===== config.mk =====
export PLATFORM = sky130hd
export DESIGN_NAME = tcw_front
export DESIGN_NICKNAME = d
export VERILOG_FILES = /design/src/hw/rtl/tcw_pkg.sv /design/src/hw/rtl/tcw_front.sv
export SDC_FILE = /design/constraint.sdc
export NUM_CORES = 1
export LEC_CHECK = 0
export ABC_CLOCK_PERIOD_IN_PS = 1050
export BUFFER_PORTS_ARGS = -buffer_cell sky130_fd_sc_hd__clkbuf_2
export CAP_MARGIN = 20
export CORE_AREA = 3 3 40 42
export DETAILED_ROUTE_END_ITERATION = 10
export DIE_AREA = 0 0 43 45
export GPL_TIMING_DRIVEN = 0
export SETUP_SLACK_MARGIN = 0.5
export SLEW_MARGIN = 15
export SYNTH_ARGS = -nofsm -noshare
export SYNTH_HDL_FRONTEND = slang
export SYNTH_SLANG_ARGS = --single-unit

===== constraint.sdc =====
create_clock -name vclk -period 1.05
set_input_delay 0.1575 -clock vclk [all_inputs]
set_output_delay 0.1575 -clock vclk [all_outputs]
set_load 0.02 [all_outputs]

===== src/hw/rtl/tcw_pkg.sv =====
// Shared types and constants for the text console writer.
// Holds the input/output word structs, command and operation codes.
// No dependencies.
package tcw_pkg;

	// Command codes on the input word
	localparam logic [1:0] CMD_PUT   = 2'd0;
	localparam logic [1:0] CMD_CLEAR = 2'd1;
	localparam logic [1:0] CMD_READ  = 2'd2;

	// Character codes with special handling
	localparam logic [7:0] CHAR_NEWLINE = 8'd10;
	localparam logic [7:0] CHAR_RETURN  = 8'd13;
	localparam logic [7:0] CHAR_BLANK   = 8'd32;

	// Attribute byte after reset
	localparam logic [7:0] COLOR_RESET = 8'h0F;

	// Command queue between front and back
	localparam int QDEPTH = 2;
	localparam int QPTR_W = $clog2(QDEPTH);
	localparam int QCNT_W = $clog2(QDEPTH + 1);

	// Input word
	typedef struct packed {
		logic [1:0] cmd;
		logic [7:0] char_code;
		logic [4:0] read_row;
		logic [6:0] read_col;
	} in_item_t;

	// Output word
	typedef struct packed {
		logic [6:0]  cursor_col_out;
		logic [4:0]  cursor_row_out;
		logic [15:0] cell_data;
	} out_item_t;

	// Classified operation handed to the back end
	typedef enum logic [2:0] {
		OP_CHAR    = 3'd0,
		OP_NEWLINE = 3'd1,
		OP_RETURN  = 3'd2,
		OP_CLEAR   = 3'd3,
		OP_READ    = 3'd4,
		OP_NONE    = 3'd5
	} op_t;

	// Queue entry
	typedef struct packed {
		op_t        op;
		logic [7:0] ch;
		logic [4:0] row;
		logic [6:0] col;
	} q_item_t;

endpackage


===== src/hw/rtl/tcw_front.sv =====
// Front end of the text console writer: classifies each input word.
// Turns command and character into an operation, range-checks reads.
// Depends on tcw_pkg.
module tcw_front import tcw_pkg::*; #(
	parameter int COLUMNS = 80,
	parameter int ROWS    = 25
) (
	input  logic     in_valid,
	output logic     in_ready,
	input  in_item_t in_data,
	output logic     push_valid,
	input  logic     push_ready,
	output q_item_t  push_item
);

	logic rd_in_range;

	// Accept a word whenever the queue has room
	assign push_valid = in_valid;
	assign in_ready   = push_ready;

	// Check the read coordinates against the screen size
	assign rd_in_range = (8'(in_data.read_row) < 8'(ROWS)) &&
	                     (9'(in_data.read_col) < 9'(COLUMNS));

	// Classify the word
	always_comb begin
		push_item.ch  = in_data.char_code;
		push_item.row = in_data.read_row;
		push_item.col = in_data.read_col;
		unique case (in_data.cmd)
			CMD_PUT: begin
				if (in_data.char_code == CHAR_NEWLINE) begin
					push_item.op = OP_NEWLINE;
				end else if (in_data.char_code == CHAR_RETURN) begin
					push_item.op = OP_RETURN;
				end else begin
					push_item.op = OP_CHAR;
				end
			end
			CMD_CLEAR: push_item.op = OP_CLEAR;
			CMD_READ:  push_item.op = rd_in_range ? OP_READ : OP_NONE;
			default:   push_item.op = OP_NONE;
		endcase
	end

endmodule


# After elaboration in Yosys (flattened, before gate mapping)
# Index checks and enable logic that the tools add are counted.
classes:
  n_bitwise: 0
  n_lt_le_gt_ge: 2
  shift: 0
  multipliers: 0
  muxes: 4
  n_addsub: 0
  n_reduce_logical: 2
  eq_ne: 4
  div: 0
op_table:
  columns: ["operator", "n"]
  rows:
  - ["$eq 8x4->1 const B", 2]
  - ["$pmux 3 s3", 1]
  - ["$lt 7x7->1 const B", 1]
  - ["$lt 5x5->1 const B", 1]
  - ["$mux 2", 2]
  - ["$eq 2x1->1 const B", 1]
  - ["$eq 2x2->1 const B", 1]
  - ["$logic_not 2->1", 1]
  - ["$logic_and 1x1->1", 1]
  - ["$mux 1", 1]
totals:
  mem_bits_rw: 0
  inputBits: 24
  memories: 0
  mem_bits_ro: 0
  reg_bits: 0
  latch_bits: 0

# Longest topological paths before layout
logic_depth:
  word_depth: 4
  ltp_mapped: 3

# Worst setup path before layout
# Ideal clock, no wire load.
synth_path:
  path_kind: "input to output"
  startpoint: "input port in_data[9] (netlist name)"
  endpoint: "output port push_item[20] (netlist name)"
  path_buffers: 0
  arrival_time_ps: 895
  path_stages: 3
  slack_ps: -2
  t_required_ps: 892
  path_cell_list: "o311ai_1 > a21boi_1 > a311o_1"
synth_lines:
  columns: ["item", "line_no", "rtl"]
  rows:
  - ["from (decl)", "tcw_front.sv:10", "input in_item_t in_data,"]
  - ["to (decl)", "tcw_front.sv:13", "output q_item_t push_item"]

==> metrics.yaml <==
initialDrtViolationCount: 1
ir_worst_vdd_mv: 0.2526
final_max_slew_viol_count: 0
vias_per_cell: 4.174
syn_avg_cell_area_sq_um: 7.312
final_nets: 103
maxSlewHeadroom_pct: 75.52
final_util_pct: 78.09
diodes: 0
via_count: 384
postRouteAntennaNets: 0
hold_buffers: 0
outcome: "finished, violations left"
ys_top_cells_by_area: "buf_4 71%, a311o_1 4.3%, and3b_1 3.7%"
num_rows: 13
synth_fp_nets: 56
worst-endpoint-required_ps: 890
syn-cell-area_sq_um: 234.0
critPathKind: "input pin to primary output"
die_x_microns: 43
min_period_ps: 1200
place_ws_ps: -170.7
antenna_found_initial: 0
io_pins: 49
critPathLaunchType: "input pin"
dr.pass1.iters: 2
fmax_ghz: 0.8334
grt-ovfl-total: 0
cp_max_fo: 2
die_h_microns: 45
area_growth_pct: 328.9
start_util_pct: 18.21
max_cap_violations: 0
seq_cell_count: 0
leakage_nw: 0.4771
wl_per_cell_microns: 14.35
grt_use_total_pct: 11.36
rsz0062_at_grt: "true"
hold_class: "input pin to primary output"
failed_checks: "negative setup slack"
clock_buffers: 0
dieArea_sq_mm: 0.001935
setup_viol_count_final: 2
grt_pass1_wl_mm: 1.745
worstMarginPinSlew_ps: 362.1
synth_top_area_cell: "buf_4"
synth_cell_types: 11
p_per_area_mw_per_mm2: 462.2
drt-total-wl_mm: 1.320
final_cell_mix: "29 x buf_6, 29 x buf_8, 8 x clkbuf_8"
yosys_warnings: 0
drive_gt1_share_pct: 92.21
drc: 0
synth.top_cell.area_share_pct: 70.59
seqCellArea_sq_um: 0
synthesis.instances: 32
cp.arrival_ps: 1040
finalCritPeriodShare_pct: 114.3
coreArea_sq_mm: 0.001285
routabilityCongestion: 0.6085
setup_slack_ps: -149.9
port_buffers: 43
crit_path_end_kind: "primary output"
first_global_vias: 402
grt_max_degree: 5
hpwlAfterDp_microns: 725.4
yosysSeqAreaShare_pct: 0
fin_tns_setup_ps: -219.4
hold_viol: 0
final timing paths:
| check | startpoint | end | slack (ps) | cells after the start |
|---|---|---|---|---|
| setup / recovery | in_data[7] | push_item[20] | -150 | 5 |
| hold / removal | in_valid | push_valid | 490 | 2 |
layer usage:
metal	vias up	track usage (%)	part of all wire (%)
met1	185	11.90	29
met2	21	25.45	65
li1	178	-	-
met4	0	0	0
met3	0	0.7968	5.8
met5	-	0	0
per-stage QoR:
stage / total power [mW] / cells / hold WS [ps] / area (sq um)
CTS: 0.3898 / 91 / 506.1 / 883.3
global placement: 0.2480 / 90 / 540.9 / 503.0
detailed placement: 0.2494 / 90 / 541.1 / 503.0
floorplan: 0.1506 / 32 / 358.0 / 269.0
global route: 0.4844 / 92 / 496.1 / 1003
finish: 0.4638 / 92 / 493.2 / 1003
synth_stat cells:
| cell | instances |
|---|---|
| a21boi_1 | 1 |
| a311o_1 | 1 |
| a31oi_1 | 1 |
| and3b_1 | 1 |
| buf_4 | 22 |
| clkbuf_1 | 1 |
| nor2_1 | 1 |
| nor4_1 | 1 |
| nor4b_1 | 1 |
| o21ai_0 | 1 |
| o311ai_1 | 1 |
critical path: stages:
cell	delay, ps
buf_8	100
o311ai_4	280
a21boi_2	80
a311o_1	290
buf_6	140
cell type report:
type / count / area [sq um]
Buffer: 23 / 251.5
Fill cell: 80 / 281.5
Multi-Input combinational cell: 9 / 103.9
Tap cell: 15 / 18.77
Timing Repair Buffer: 45 / 629.4
where the power goes:
| group | internal, mW | switching, mW |
|---|---|---|
| combinational | 0.303 | 0.161 |
| sequential | 0 | 0 |
| clock | 0 | 0 |
what timing repair did:
item / CTS / global route
setup buffers: 1 / 1
hold endpoints to repair: 0 / 0
setup endpoints to repair: 25 / 20
resized for setup: 77 / 49
pin swaps: 3 / 5
cell families after synthesis:
kind of cell    after synthesis  synth area share, %
buf+inv                      23                72.19
compound gates                5                16.04
simple gates                  4                11.77
No activity file was read; power rests on OpenSTA's default activity.
