[config.mk]
export PLATFORM = sky130hd
export DESIGN_NAME = tcw_queue
export DESIGN_NICKNAME = d
export VERILOG_FILES = /design/src/hw/rtl/tcw_pkg.sv /design/src/hw/rtl/tcw_queue.sv
export SDC_FILE = /design/constraint.sdc
export NUM_CORES = 1
export LEC_CHECK = 0
export ABC_AREA = 0
export BUFFER_PORTS_ARGS = -buffer_cell sky130_fd_sc_hd__buf_2
export CAP_MARGIN = 25
export CORE_MARGIN = 1.5
export CORE_UTILIZATION = 45
export CTS_BUF_LIST = sky130_fd_sc_hd__clkbuf_2
export CTS_CLUSTER_SIZE = 8
export DETAILED_ROUTE_END_ITERATION = 10
export GPL_TIMING_DRIVEN = 0
export PLACE_DENSITY = 0.78
export SYNTH_ARGS = -nofsm -noshare
export SYNTH_HDL_FRONTEND = slang
export SYNTH_SLANG_ARGS = --single-unit
[constraint.sdc]
create_clock -name clk -period 2.9 [get_ports clk]
set_input_delay 0.145 -clock clk [delete_from_list [all_inputs] [get_ports clk]]
set_output_delay 0.145 -clock clk [all_outputs]
set_load 0.02 [all_outputs]
[src/hw/rtl/tcw_pkg.sv]
// Shared types and constants for the text console writer.
// Holds the input/output word structs, command and operation codes.
// No dependencies.
package tcw_pkg;

	// Command codes on the input word
	localparam logic [1:0] CMD_PUT   = 2'd0;
	localparam logic [1:0] CMD_CLEAR = 2'd1;
	localparam logic [1:0] CMD_READ  = 2'd2;

	// Character codes with special handling
	localparam logic [7:0] CHAR_NEWLINE = 8'd10;
	localparam logic [7:0] CHAR_RETURN  = 8'd13;
	localparam logic [7:0] CHAR_BLANK   = 8'd32;

	// Attribute byte after reset
	localparam logic [7:0] COLOR_RESET = 8'h0F;

	// Command queue between front and back
	localparam int QDEPTH = 2;
	localparam int QPTR_W = $clog2(QDEPTH);
	localparam int QCNT_W = $clog2(QDEPTH + 1);

	// Input word
	typedef struct packed {
		logic [1:0] cmd;
		logic [7:0] char_code;
		logic [4:0] read_row;
		logic [6:0] read_col;
	} in_item_t;

	// Output word
	typedef struct packed {
		logic [6:0]  cursor_col_out;
		logic [4:0]  cursor_row_out;
		logic [15:0] cell_data;
	} out_item_t;

	// Classified operation handed to the back end
	typedef enum logic [2:0] {
		OP_CHAR    = 3'd0,
		OP_NEWLINE = 3'd1,
		OP_RETURN  = 3'd2,
		OP_CLEAR   = 3'd3,
		OP_READ    = 3'd4,
		OP_NONE    = 3'd5
	} op_t;

	// Queue entry
	typedef struct packed {
		op_t        op;
		logic [7:0] ch;
		logic [4:0] row;
		logic [6:0] col;
	} q_item_t;

endpackage

[src/hw/rtl/tcw_queue.sv]
// Short command queue between the front and back ends.
// A small register FIFO of classified operations.
// Depends on tcw_pkg.
module tcw_queue import tcw_pkg::*; (
	input  logic    clk,
	input  logic    arst_n,
	input  logic    push_valid,
	output logic    push_ready,
	input  q_item_t push_item,
	output logic    pop_valid,
	input  logic    pop_ready,
	output q_item_t pop_item
);

	q_item_t             ent_q [QDEPTH];
	logic [QPTR_W-1:0]   wr_ptr_q;
	logic [QPTR_W-1:0]   rd_ptr_q;
	logic [QCNT_W-1:0]   cnt_q;
	logic                push;
	logic                pop;

	assign push_ready = (cnt_q != QCNT_W'(QDEPTH));
	assign pop_valid  = (cnt_q != '0);
	assign push       = push_valid && push_ready;
	assign pop        = pop_valid && pop_ready;
	assign pop_item   = ent_q[rd_ptr_q];

	// Store entries
	always_ff @(posedge clk) begin
		if (push) begin
			ent_q[wr_ptr_q] <= push_item;
		end
	end

	// Advance pointers and track fill level
	always_ff @(posedge clk or negedge arst_n) begin
		if (!arst_n) begin
			wr_ptr_q <= '0;
			rd_ptr_q <= '0;
			cnt_q    <= '0;
		end else begin
			if (push) begin
				wr_ptr_q <= QPTR_W'(32'(wr_ptr_q) + 1 == QDEPTH ? 0 : 32'(wr_ptr_q) + 1);
			end
			if (pop) begin
				rd_ptr_q <= QPTR_W'(32'(rd_ptr_q) + 1 == QDEPTH ? 0 : 32'(rd_ptr_q) + 1);
			end
			if (push && !pop) begin
				cnt_q <= cnt_q + 1'b1;
			end else if (pop && !push) begin
				cnt_q <= cnt_q - 1'b1;
			end
		end
	end

	// Fill level never exceeds the queue depth
	a_cnt_bound: assert property (@(posedge clk) disable iff (!arst_n)
		cnt_q <= QCNT_W'(QDEPTH))
		else $error("queue fill level beyond depth");

endmodule

-- Yosys cells after proc, flatten, opt, wreduce, memory -nomap -nowiden
Memory sizes are Yosys's and may differ from the RTL's.
Index checks and enable logic that the tools add are counted.
- register bits: 4
- bits in writable memories: 46
- memories: 1
- output and inout bits: 25
- bits of input ports: 27
- word-level logic and storage cells: 25
- memories (memory ; depth ; width ; rd ports ; clocked after memory_dff ; write ports ; RTL line ; text):
    ent_q ; 2 ; 23 ; 1 ; 0 ; 1 ; tcw_queue.sv:15 ; q_item_t ent_q [QDEPTH];
- multiplexer cells: 6
- add/sub/neg operators: 4
- reduce and logical (&&, ||, !) cells: 8
- eq/ne operators: 3
- operators by type and width (cell ; count):
    $add 1x1->2 const B ; 2
    $eq 2x2->1 const B ; 2
    $logic_and 1x1->1 ; 4
    $mux 1 ; 4
    $mux 2 ; 2
    $reduce_bool 2->1 ; 2
    $add 2x1->2 const B ; 1
    $logic_not 1->1 ; 2
    $ne 2x2->1 const B ; 1
    $sub 2x1->2 const B ; 1

-- Logic depth before layout (Yosys ltp)
Gate-level depths: netlist of the first run.
- depth in word-level cells: 6
- gate-level depth with buffers: 7

-- Worst setup path before layout of the first run
OpenSTA, ideal clock, no wires.
- kind: register to register
- from: reg cnt_q[0]
- to: mem ent_q[0][0] (netlist name) (enable)
- setup time: 0.403 ns
- setup slack: 0.715 ns
- stages on the path, launching flop included: 4
- data arrival time: 1.782 ns
- path through: dfrtp_1 nand2b_1 nand2_1 nor2_1
- cells in the longest elaborated chain, start to end: 4
- RTL lines (element ; RTL line ; text):
    from (decl) ; tcw_queue.sv:18 ; logic [QCNT_W-1:0] cnt_q;
    from (signal assigned) ; tcw_queue.sv:49 ; cnt_q <= cnt_q + 1'b1;
    from (signal assigned) ; tcw_queue.sv:51 ; cnt_q <= cnt_q - 1'b1;
    $ne 2x2->1 ; tcw_queue.sv:22 ; assign push_ready = (cnt_q != QCNT_W'(QDEPTH));
    via push_ready ; tcw_queue.sv:8 ; output logic push_ready,
    $logic_and 1x1->1 ; tcw_queue.sv:24 ; assign push = push_valid && push_ready;
    $mux 1 ; tcw_queue.sv:30 ; if (push) begin
    $mux 1 (not written as such) ; tcw_queue.sv:31 ; ent_q[wr_ptr_q] <= push_item;
    to (decl) ; tcw_queue.sv:15 ;
The timed path passes the listed nets, and every way through them passes these cells.

-- Worst setup path in the final report of the first run
- from: reg cnt_q[0]
- to: mem ent_q[0][5] (netlist name) (enable)
- cells in the longest elaborated chain, start to end: 4
- RTL lines (element ; RTL line):
    $ne 2x2->1 ; tcw_queue.sv:22
    $logic_and 1x1->1 ; tcw_queue.sv:24
    $mux 1 ; tcw_queue.sv:30
    $mux 1 (not written as such) ; tcw_queue.sv:31
Every way passes these cells.

==> results of run 1 <==
==> placed cells by master (no fill, tap or decap) <==
cell	count
sky130_fd_sc_hd__nor2_1	1
sky130_fd_sc_hd__buf_12	2
sky130_fd_sc_hd__buf_6	1
sky130_fd_sc_hd__ha_1	1
sky130_fd_sc_hd__bufinv_16	2
sky130_fd_sc_hd__nand2_2	1
sky130_fd_sc_hd__edfxtp_1	46
sky130_fd_sc_hd__clkbuf_2	5
sky130_fd_sc_hd__mux2_4	19
sky130_fd_sc_hd__xor2_1	2
sky130_fd_sc_hd__or2_1	1
sky130_fd_sc_hd__dfrtp_1	4
sky130_fd_sc_hd__nand2b_1	1
sky130_fd_sc_hd__and3_1	1
sky130_fd_sc_hd__buf_2	51
sky130_fd_sc_hd__buf_8	2
sky130_fd_sc_hd__mux2_2	4
sky130_fd_sc_hd__clkinv_1	1
sky130_fd_sc_hd__inv_1	1
sky130_fd_sc_hd__nand2_1	1
sky130_fd_sc_hd__xnor2_1	3
sky130_fd_sc_hd__nor2_2	1
sky130_fd_sc_hd__dlygate4sd3_1	26
==> power groups by stage <==
stage / Combinational [mW] / Sequential [mW] / Clock (mW)
global placement: 0.978 / 1.06 / 0
detailed placement: 1.02 / 1.07 / 0
floorplan: 0.763 / 1.05 / 0
finish: 1.05 / 1.05 / 0.433
global route: 1.13 / 1.06 / 0.472
CTS: 1.05 / 1.05 / 0.443
==> area by class of cell <==
class / instances / area share
Buffer: 3 / 0.0193
Clock buffer: 5 / 0.00941
Clock inverter: 3 / 0.0240
Inverter: 1 / 0.00141
Multi-Input combinational cell: 36 / 0.160
Sequential cell: 50 / 0.557
Tap cell: 50 / 0.0235
Timing Repair Buffer: 79 / 0.205
==> per-stage QoR <==
stage / hold WS (ns) / worst slack, ns
finish: 0.0675 / 1.12
global route: 0.0345 / 0.988
CTS: 0.0322 / 0.951
detailed placement: -0.0461 / 0.985
global placement: -0.0500 / 0.425
floorplan: -0.151 / 0.715
==> worst max path at each step <==
stage,start,end,slack (ns),cells past startpoint
after floorplan,cnt_q[0],ent_q[0][0],0.71,3
final,cnt_q[0],ent_q[0][5],1.12,4
after detailed placement,cnt_q[0],ent_q[1][5],0.98,2
after CTS,cnt_q[0],ent_q[1][20],0.95,2
after global placement,cnt_q[0],ent_q[0][9],0.43,3
after global routing,cnt_q[0],ent_q[0][6],0.99,4
==> worst max-delay path, cell delays in order (launching register included) <==
cell,delay (ns)
sky130_fd_sc_hd__dfrtp_1,0.47
sky130_fd_sc_hd__nand2b_1,0.16
sky130_fd_sc_hd__nand2_1,0.12
sky130_fd_sc_hd__nor2_2,0.52
sky130_fd_sc_hd__buf_8,0.24
==> logic make-up (layout without fill, tap and decap cells) <==
kind of cell             count (synthesis)  after routing
flip-flops                              50             50
multiplexers                            23             23
AND/OR/NAND/NOR                          7              7
XOR/XNOR                                 5              5
buffers and inverters                    4             91
adder cells (fa/ha/maj)                  1              1
==> metal layers <==
metal | wire length (um) | up-vias | track usage
met1 | 1220 | 511 | 0.149
met5 | 0 | - | 0
met4 | 32 | 0 | 0.0441
met2 | 1710 | 43 | 0.273
met3 | 239 | 3 | 0.0633
li1 | - | 513 | -
==> sequential cells by signal, indices dropped and copies added, names as in the netlist <==
register,cells
cnt_q,2
ent_q,46
rd_ptr_q,1
wr_ptr_q,1
==> synth_stat cells <==
library cell | instances | share of area
sky130_fd_sc_hd__and3_1 | 1 | 0.0032
sky130_fd_sc_hd__buf_12 | 2 | 0.020
sky130_fd_sc_hd__buf_6 | 1 | 0.0057
sky130_fd_sc_hd__dfrtp_1 | 4 | 0.051
sky130_fd_sc_hd__edfxtp_1 | 46 | 0.70
sky130_fd_sc_hd__ha_1 | 1 | 0.0064
sky130_fd_sc_hd__inv_1 | 1 | 0.0019
sky130_fd_sc_hd__mux2_2 | 4 | 0.023
sky130_fd_sc_hd__mux2_4 | 19 | 0.15
sky130_fd_sc_hd__nand2_1 | 1 | 0.0019
sky130_fd_sc_hd__nand2_2 | 1 | 0.0032
sky130_fd_sc_hd__nand2b_1 | 1 | 0.0032
sky130_fd_sc_hd__nor2_1 | 2 | 0.0038
sky130_fd_sc_hd__or2_1 | 1 | 0.0032
sky130_fd_sc_hd__xnor2_1 | 3 | 0.013
sky130_fd_sc_hd__xor2_1 | 2 | 0.0089
==> repair_timing <==
item	4_1_cts	5_1_grt
gates resized for setup	0	0
hold buffers	26	0
endpoints found under the hold margin	51	0
setup buffers	0	0
==> implementation parameters, run 1 <==
Parameter                              Value

Timing
  Period Utilization, post-route    0.612
  Peak Freq    563 MHz
  Final setup violation count    0
  Setup clock skew after layout    0.0122 ns
  RSZ-0062 raised after global routing    false
  Relative slew slack    0.571
  Total Negative Setup Slacks    0 ns
  Least-Margin Pin Slew    0.643 ns
  Slew Limit Fails    0
  Clock period minus worst slack    1.78 ns
  Hold violation count in the final report    0

Route
  DRC    0
  Ratio of routed vias to standard cells    4.71
  Number of detailed-route iterations in the first pass    4
  Average detailed-routed wire length per instance    14.1 um
  Number of nets still failing antenna checks after routing    0
  Initial detailed-routing violation count    39
  Sum of routed wire length over all layers    3.20 mm
  Number of vias after detailed routing    1070

CTS
  Sinks on the clock net    50
  Clock Path Buffers    2
  Clock buffers created by TritonCTS    5
  # H-tree levels    2
  CTS clock-pin slew for the worst setup and hold paths    0.22 ns
  Clock latency of the later-clocked register in the worst-skew pair    0.41 ns
  Root buffer selected by CTS    sky130_fd_sc_hd__clkbuf_2
  CTS tree    built

Synth
  XOR/XNOR Fraction of Synth Area    0.0223
  Post-Synth Simple-Gate Area    0.0185
  Share of synthesized area spent on multiplexers    0.169
  Post-synth net total    118
  Fraction of the mapped netlist area in compound gates    0
  Synth Warn #    0
  Sequential area share after synthesis    0.756
  Count of different cell masters after synthesis    16
  Combinational family with the most area after synthesis    multiplexers
  Register bit count reported by yosys    50
  Synthesized-area fraction occupied by adder cells    0.00639
  Netlist Area Pre-Place    1960 um^2
  Syn Area/Cell    21.8 um^2
  Post-Syn Instances    90

Power and ir drop
  Clock group share of total power    0.171
  Worst-case vdd ir drop    0.000730 V
  Total power of the final layout    2.53 mW
  Static leakage    1.09 nW
  Pint    1.73 mW
  Switch Pwr    0.804 mW
  Power density over the cells    952 nW/um^2
  Sequential cell fraction of total power    0.414
  Share of total power consumed by net switching    0.318
  Comb power frac    0.415

Hold path
  Worst hold path class    in2reg
  Worst Hold Path Cells    3
  Hold path startpoint    push_valid
  Destination of the worst hold path    wr_ptr_q

Status
  Outcome    finished clean

Layout
  Register Area    1480 um^2
  Design area    2660 um^2
  Layout Utilization    0.651
  Proportion of layout cells with a drive suffix above 1    0.497
  Number of fill cells    309
  Count of placed standard cells in the final layout, fillers left out    227
  Antenna Diode Count    0
  Post-synthesis to final-layout area growth    35.7%
  Area of the multi-input gates    425 um^2
  Count of nets after finishing    204

Critical path
  Worst Setup End Kind    register
  Type of the setup path with the least slack    reg2reg
  Reg2reg end    ent_q[0][5]
  Register-to-register path setup slack    1.12 ns
  Worst-path maximum fanout    12
  Register-to-Register Path Depth    4
  Worst Path Arrival    1.92 ns
  Endpoint required time on the critical path    3.05 ns
  Worst setup SP type    register
  Worst R2R Start    cnt_q[0]

Die
  Die Height    69.0 um
  Die X-Extent    69.0 um
  I/O Pins    52
  Initial standard-cell utilization of the core    0.479
  DIE AREA    4760 um^2
  Core region area    4090 um^2
  Number of placement rows    23

GRT
  Wire length of the first global-routing pass    4.84 mm
  Overall global routing resource usage    0.147
  Maximum number of pins on one net before global-route repair    24
  Vias in the first global route    1094
  Total congestion overflow after global routing    0
  Number of antenna violations at the first check in global routing    0

Place
  Placed Cells incl. Taps    192
  Hpwl dp    2.03 mm
  Instance area after placement    2290 um^2
  Gpl congestion    0.655
  Number of port buffers    51

Flow run
  Max-cap check violation count    0
Power figures use the tool's default switching activity.
==> inputs of run 2 (changes only) <==
--- a/config.mk
+++ b/config.mk
@@ -14,7 +14,7 @@
 export CTS_CLUSTER_SIZE = 8
 export DETAILED_ROUTE_END_ITERATION = 10
 export GPL_TIMING_DRIVEN = 0
-export PLACE_DENSITY = 0.78
+export PLACE_DENSITY = 0.81
 export SYNTH_ARGS = -nofsm -noshare
 export SYNTH_HDL_FRONTEND = slang
 export SYNTH_SLANG_ARGS = --single-unit
==> constraint.sdc (replaced) <==
create_clock -name clk -period 1.6 [get_ports clk]
set_input_delay 0.08 -clock clk [delete_from_list [all_inputs] [get_ports clk]]
set_output_delay 0.08 -clock clk [all_outputs]
set_load 0.02 [all_outputs]
==> run 2 against run 1 <==
The flow now finishes with violations (setup timing). Wire length is 10% higher. Die area did not move. Sequential share of layout area down 3.0 points. Cell count increased by 2.2%. Combinational power grew 120%. Critical endpoint is now pop_item[11]. Largest cell class unchanged.
==> implementation parameters, run 2 (synthesis results as in run 1) <==
Parameter                              Value

Status
  Outcome    finished with violations
  Violated checks    setup timing

Timing
  Peak Freq    603 MHz
  RSZ-0062 raised after global routing    true
  Minimum setup slack in the final design    -0.0578 ns
  Slew Limit Fails    0
  Hold violation count in the final report    0
  Setup clock skew after layout    0.00838 ns
  Final setup violation count    22
  Clock period minus worst slack    1.66 ns
  Least-Margin Pin Slew    0.565 ns
  Worst hold slack    0.369 ns
  Total Negative Setup Slacks    -0.775 ns
  Relative slew slack    0.623
  Period Utilization, post-route    1.04

Place
  Gpl congestion    0.676
  Worst setup slack before clock tree synthesis    -0.0722 ns
  Number of port buffers    51

Route
  Initial detailed-routing violation count    56
  Number of detailed-route iterations in the first pass    4
  Average detailed-routed wire length per instance    15.2 um
  Number of vias after detailed routing    1080
  Number of nets still failing antenna checks after routing    0
  Sum of routed wire length over all layers    3.53 mm
  DRC    0
  Ratio of routed vias to standard cells    4.66

GRT
  Total congestion overflow after global routing    0
  Wire length of the first global-routing pass    5.22 mm
  Maximum number of pins on one net before global-route repair    24
  Number of antenna violations at the first check in global routing    0
  Overall global routing resource usage    0.164
  Vias in the first global route    1115

Critical path
  Endpoint required time on the critical path    1.52 ns
  Worst-path maximum fanout    10
  CP startpoint    rd_ptr_q
  Worst Path Arrival    1.58 ns
  Type of the setup path with the least slack    reg2out
  Worst setup SP type    register
  Worst Setup End Kind    primary output
  Register-to-Register Path Depth    6
  Worst R2R Start    cnt_q[0]

Power and ir drop
  Static leakage    1.14 nW
  Switch Pwr    1.59 mW
  Total power of the final layout    4.90 mW
  Comb power frac    0.477
  Clock group share of total power    0.133
  Worst-case vdd ir drop    0.00124 V
  Share of total power consumed by net switching    0.325
  Pint    3.31 mW
  Power density over the cells    1740 nW/um^2
  Sequential cell fraction of total power    0.390

Layout
  Register name with the most flops    ent_q
  Highest-count cells in the layout ignoring fill and taps    sky130_fd_sc_hd__edfxtp_1 (46), sky130_fd_sc_hd__buf_2 (33), sky130_fd_sc_hd__dlygate4sd3_1 (27)
  Number of flip-flops in the largest register    46
  Antenna Diode Count    0
  Proportion of layout cells with a drive suffix above 1    0.522
  Layout Utilization    0.688
  Most common library cell in the layout ignoring fill and taps    sky130_fd_sc_hd__edfxtp_1
  Number of fill cells    283
  Post-synthesis to final-layout area growth    43.4%
  Largest registers in the final layout    ent_q (46), cnt_q (2)
  Count of nets after finishing    209

Hold path
  Worst hold path class    in2reg
  Hold path startpoint    push_item[5]
  Worst Hold Path Cells    2

CTS
  Clock latency of the later-clocked register in the worst-skew pair    0.42 ns
  Root buffer selected by CTS    sky130_fd_sc_hd__clkbuf_2
  # H-tree levels    2
  Sinks on the clock net    50
  CTS tree    built
  Clock buffers created by TritonCTS    5
  CTS clock-pin slew for the worst setup and hold paths    0.24 ns
  Clock Path Buffers    2

Die
  I/O Pins    52
  DIE AREA    4760 um^2
  Number of placement rows    23
  Initial standard-cell utilization of the core    0.479
  Die Height    69.0 um
  Core region area    4090 um^2
  Die X-Extent    69.0 um

Flow run
  Max-cap check violation count    0
-- run 2: changes by cell type in the layout (fill, tap and decap cells not counted), moves of 2 or more --
cell                         previous run  this run
sky130_fd_sc_hd__buf_4                  0         4
sky130_fd_sc_hd__clkinvlp_4             0         2
sky130_fd_sc_hd__buf_6                  1        19
sky130_fd_sc_hd__buf_8                  2         0
sky130_fd_sc_hd__buf_2                 51        33
sky130_fd_sc_hd__nor2_4                 0         2
-- run 2: worst paths after layout --
check / end / slack (ns)
worst max-delay path: pop_item[11] / -0.06
worst min-delay path: ent_q[0][5] / 0.37
worst max register to register: cnt_q[1] / 0.04
worst min register to register: cnt_q[1] / 0.52
max in group asynchronous: cnt_q[0] / 0.94
min in group asynchronous: wr_ptr_q / 0.50
-- run 2: power by group through the flow --
stage / clock network (mW) / registers [mW] / logic, mW
2_1_floorplan: 0 / 1.91 / 1.39
4_1_cts: 0.670 / 1.91 / 2.23
5_1_grt: 0.718 / 1.94 / 2.50
6_report: 0.651 / 1.91 / 2.34
3_3_place_gp: 0 / 1.92 / 1.79
3_5_place_dp: 0 / 1.95 / 1.83
-- run 2: what timing repair did --
action                                  4_1_cts  5_1_grt
endpoints found under the hold margin        52        0
resized for setup                            22       18
setup buffers                                 4        0
endpoints found under the setup margin       43       34
hold buffers                                 27        0
gates cloned                                  2        0
-- run 2: area by class of cell --
type	instances	area, um^2	share of cell area
sequential	50	1480	0.527
timing repair buffer	83	696	0.248
multi-input combinational	37	445	0.159
tap	50	62.6	0.0223
buffer	3	51.3	0.0183
clock inverter	3	45.0	0.0160
clock buffer	5	25.0	0.00890
inverter	1	3.75	0.00134
-- run 2: worst max-delay path, stage by stage, from the launching register on --
cell                      delay, ns
sky130_fd_sc_hd__dfrtp_1       0.43
sky130_fd_sc_hd__buf_6         0.15
sky130_fd_sc_hd__buf_12        0.15
sky130_fd_sc_hd__mux2_4        0.29
sky130_fd_sc_hd__buf_2         0.16
-- run 2: metrics by stage --
step | cell area [um^2] | std cells
2_1_floorplan | 1970 | 90
3_3_place_gp | 2290 | 191
3_5_place_dp | 2290 | 191
4_1_cts | 2760 | 232
5_1_grt | 2810 | 232
6_report | 2810 | 232
-- run 2: layer usage --
metal | track usage | part of all wire
met4 | 0.0515 | 0.012
met2 | 0.303 | 0.53
met5 | 0 | 0
met1 | 0.174 | 0.40
met3 | 0.0568 | 0.055
==> inputs of run 3 (changes only) <==
==> constraint.sdc (replaced) <==
create_clock -name clk -period 1.4 [get_ports clk]
set_input_delay 0.07 -clock clk [delete_from_list [all_inputs] [get_ports clk]]
set_output_delay 0.07 -clock clk [all_outputs]
set_load 0.02 [all_outputs]
==> run 3 against run 2 <==
The flow still finishes with violations (setup timing). Combinational power increased by 27%. Register-to-register slack got worse by 0.06 ns. Clock skew increased by 0.0082 ns. Die area unchanged. Worst hold slack got worse by 0.25 ns. Cell count increased by 1.7%. Utilization increased by 2.9 points. Sequential power increased by 15%. Global-route usage increased by 0.49 points. Largest cell class unchanged. Wire length increased by 3.5%. Worst setup slack got worse by 0.16 ns. Clock-buffer cell count increased by 1.
==> implementation parameters, run 3 (synthesis results as in run 1) <==
Parameter                              Value

Layout
  Register name with the most flops    ent_q
  Highest-count cells in the layout ignoring fill and taps    sky130_fd_sc_hd__edfxtp_1 (46), sky130_fd_sc_hd__buf_2 (30), sky130_fd_sc_hd__dlygate4sd3_1 (26)
  Most common library cell in the layout ignoring fill and taps    sky130_fd_sc_hd__edfxtp_1
  Design area    2930 um^2
  Antenna Diode Count    0
  Proportion of layout cells with a drive suffix above 1    0.570
  Largest registers in the final layout    ent_q (46), cnt_q (2)
  Number of flip-flops in the largest register    46
  Number of fill cells    267
  Area of the multi-input gates    517 um^2
  Post-synthesis to final-layout area growth    49.5%
  Register Area    1480 um^2
  Count of placed standard cells in the final layout, fillers left out    236
  Count of nets after finishing    213

Timing
  RSZ-0062 raised after global routing    true
  Minimum setup slack in the final design    -0.219 ns
  Hold violation count in the final report    0
  Peak Freq    618 MHz
  Clock period minus worst slack    1.62 ns
  Slew Limit Fails    0
  Setup clock skew after layout    0.0165 ns
  Relative slew slack    0.788
  Worst hold slack    0.119 ns
  Least-Margin Pin Slew    0.317 ns
  Final setup violation count    24
  Period Utilization, post-route    1.16

Route
  Number of nets still failing antenna checks after routing    0
  Sum of routed wire length over all layers    3.65 mm
  Number of vias after detailed routing    1102
  Ratio of routed vias to standard cells    4.67
  Number of detailed-route iterations in the first pass    4
  Initial detailed-routing violation count    83
  Average detailed-routed wire length per instance    15.5 um
  DRC    0

GRT
  Overall global routing resource usage    0.169
  Maximum number of pins on one net before global-route repair    24
  Total congestion overflow after global routing    0
  Wire length of the first global-routing pass    5.51 mm
  Vias in the first global route    1204
  Number of antenna violations at the first check in global routing    0

Critical path
  Worst setup SP type    register
  CP max-delay cell    sky130_fd_sc_hd__dfrtp_1
  Longest individual stage delay on the worst path    0.43 ns
  Kind of cell with the highest combined delay on the critical path    flip-flops
  Worst Setup End Kind    primary output
  Type of the setup path with the least slack    reg2out
  Worst Path Arrival    1.55 ns
  Endpoint required time on the critical path    1.33 ns
  Worst-path maximum fanout    10
  Cell Chain, Critical Path    buf_6 -> buf_12 -> mux2_4 -> buf_6
  Cell occurring most often along the worst timing path    sky130_fd_sc_hd__buf_6
  Worst path buffer plus inverter count    3

Die
  Core region area    4090 um^2
  I/O Pins    52
  Initial standard-cell utilization of the core    0.479
  DIE AREA    4760 um^2
  Number of placement rows    23
  Die Height    69.0 um
  Die X-Extent    69.0 um

Place
  Gpl congestion    0.652
  Placed Cells incl. Taps    191
  Hpwl dp    2.09 mm
  Number of port buffers    51
  Instance area after placement    2300 um^2

Hold path
  Worst hold path class    in2reg

CTS
  Root buffer selected by CTS    sky130_fd_sc_hd__clkbuf_2
  Sinks on the clock net    50
  Clock latency of the later-clocked register in the worst-skew pair    0.40 ns
  Clock Path Buffers    2
  Clock buffers created by TritonCTS    5
  CTS clock-pin slew for the worst setup and hold paths    0.24 ns
  CTS tree    built
  # H-tree levels    2

Power and ir drop
  Worst-case vdd ir drop    0.00159 V
  Static leakage    1.19 nW
  Power density over the cells    2020 nW/um^2
  Share of total power consumed by net switching    0.325
  Total power of the final layout    5.91 mW
  Comb power frac    0.503
  Sequential cell fraction of total power    0.372
  Clock group share of total power    0.125
  Switch Pwr    1.92 mW
  Pint    3.99 mW

Flow run
  Max-cap check violation count    0

Status
  Outcome    finished with violations
  Violated checks    setup timing
==> run 3: cell type report <==
cell class	count	share of cell area
multi-input cells	38	0.176
repair buffers	86	0.254
clock buffers	6	0.0103
well taps	50	0.0214
flip-flops and latches	50	0.506
plain buffers	3	0.0175
inverters	1	0.00214
clock inverters	2	0.0128
==> run 3: worst paths after layout <==
path,from,endpoint,slack (ns),cells past startpoint
hold reg to reg,cnt_q[1],cnt_q[1],0.69,2
setup reg to reg,cnt_q[1],cnt_q[1],-0.02,6
hold / removal,push_valid,wr_ptr_q,0.12,4
max in group asynchronous,arst_n,wr_ptr_q,0.68,3
min in group asynchronous,arst_n,cnt_q[0],0.54,3
setup / recovery,rd_ptr_q,pop_item[7],-0.22,4
==> run 3: through the flow <==
| step | util | setup TNS (ns) | worst slack [ns] |
|---|---|---|---|
| final | 0.717 | -4.81 | -0.219 |
| after global routing | 0.717 | -7.09 | -0.317 |
| after CTS | 0.702 | -5.43 | -0.248 |
| after detailed placement | 0.564 | -7.71 | -0.205 |
| after global placement | 0.564 | -5.33 | -0.144 |
| after floorplan | - | -0.562 | -0.0245 |
==> run 3: power groups by stage <==
stage	combinational [mW]	sequential, mW	clock [mW]
global route	3.16	2.23	0.822
finish	2.97	2.20	0.738
floorplan	1.63	2.19	0
CTS	2.82	2.20	0.757
detailed placement	2.12	2.24	0
global placement	2.08	2.20	0
==> run 3: per-layer routing <==
metal / global-route usage / share of wire
met4: 0.0368 / 0.0016
met5: 0 / 0
met2: 0.334 / 0.56
met3: 0.0503 / 0.035
met1: 0.171 / 0.40
==> run 3: timing repair <==
item                                    4_1_cts  5_1_grt
cloned                                        1        1
endpoints found under the setup margin       71       67
pin swaps                                     6        6
resized for setup                            53        1
buffers inserted                              6        3
hold buffers                                 26        0
endpoints found under the hold margin        51        0
==> run 3: tightest hold or removal path, cell delays in order <==
cell and delay (ns):
sky130_fd_sc_hd__buf_2 0.15, sky130_fd_sc_hd__nand2_8 0.10, sky130_fd_sc_hd__buf_4 0.11, sky130_fd_sc_hd__xnor2_1 0.06
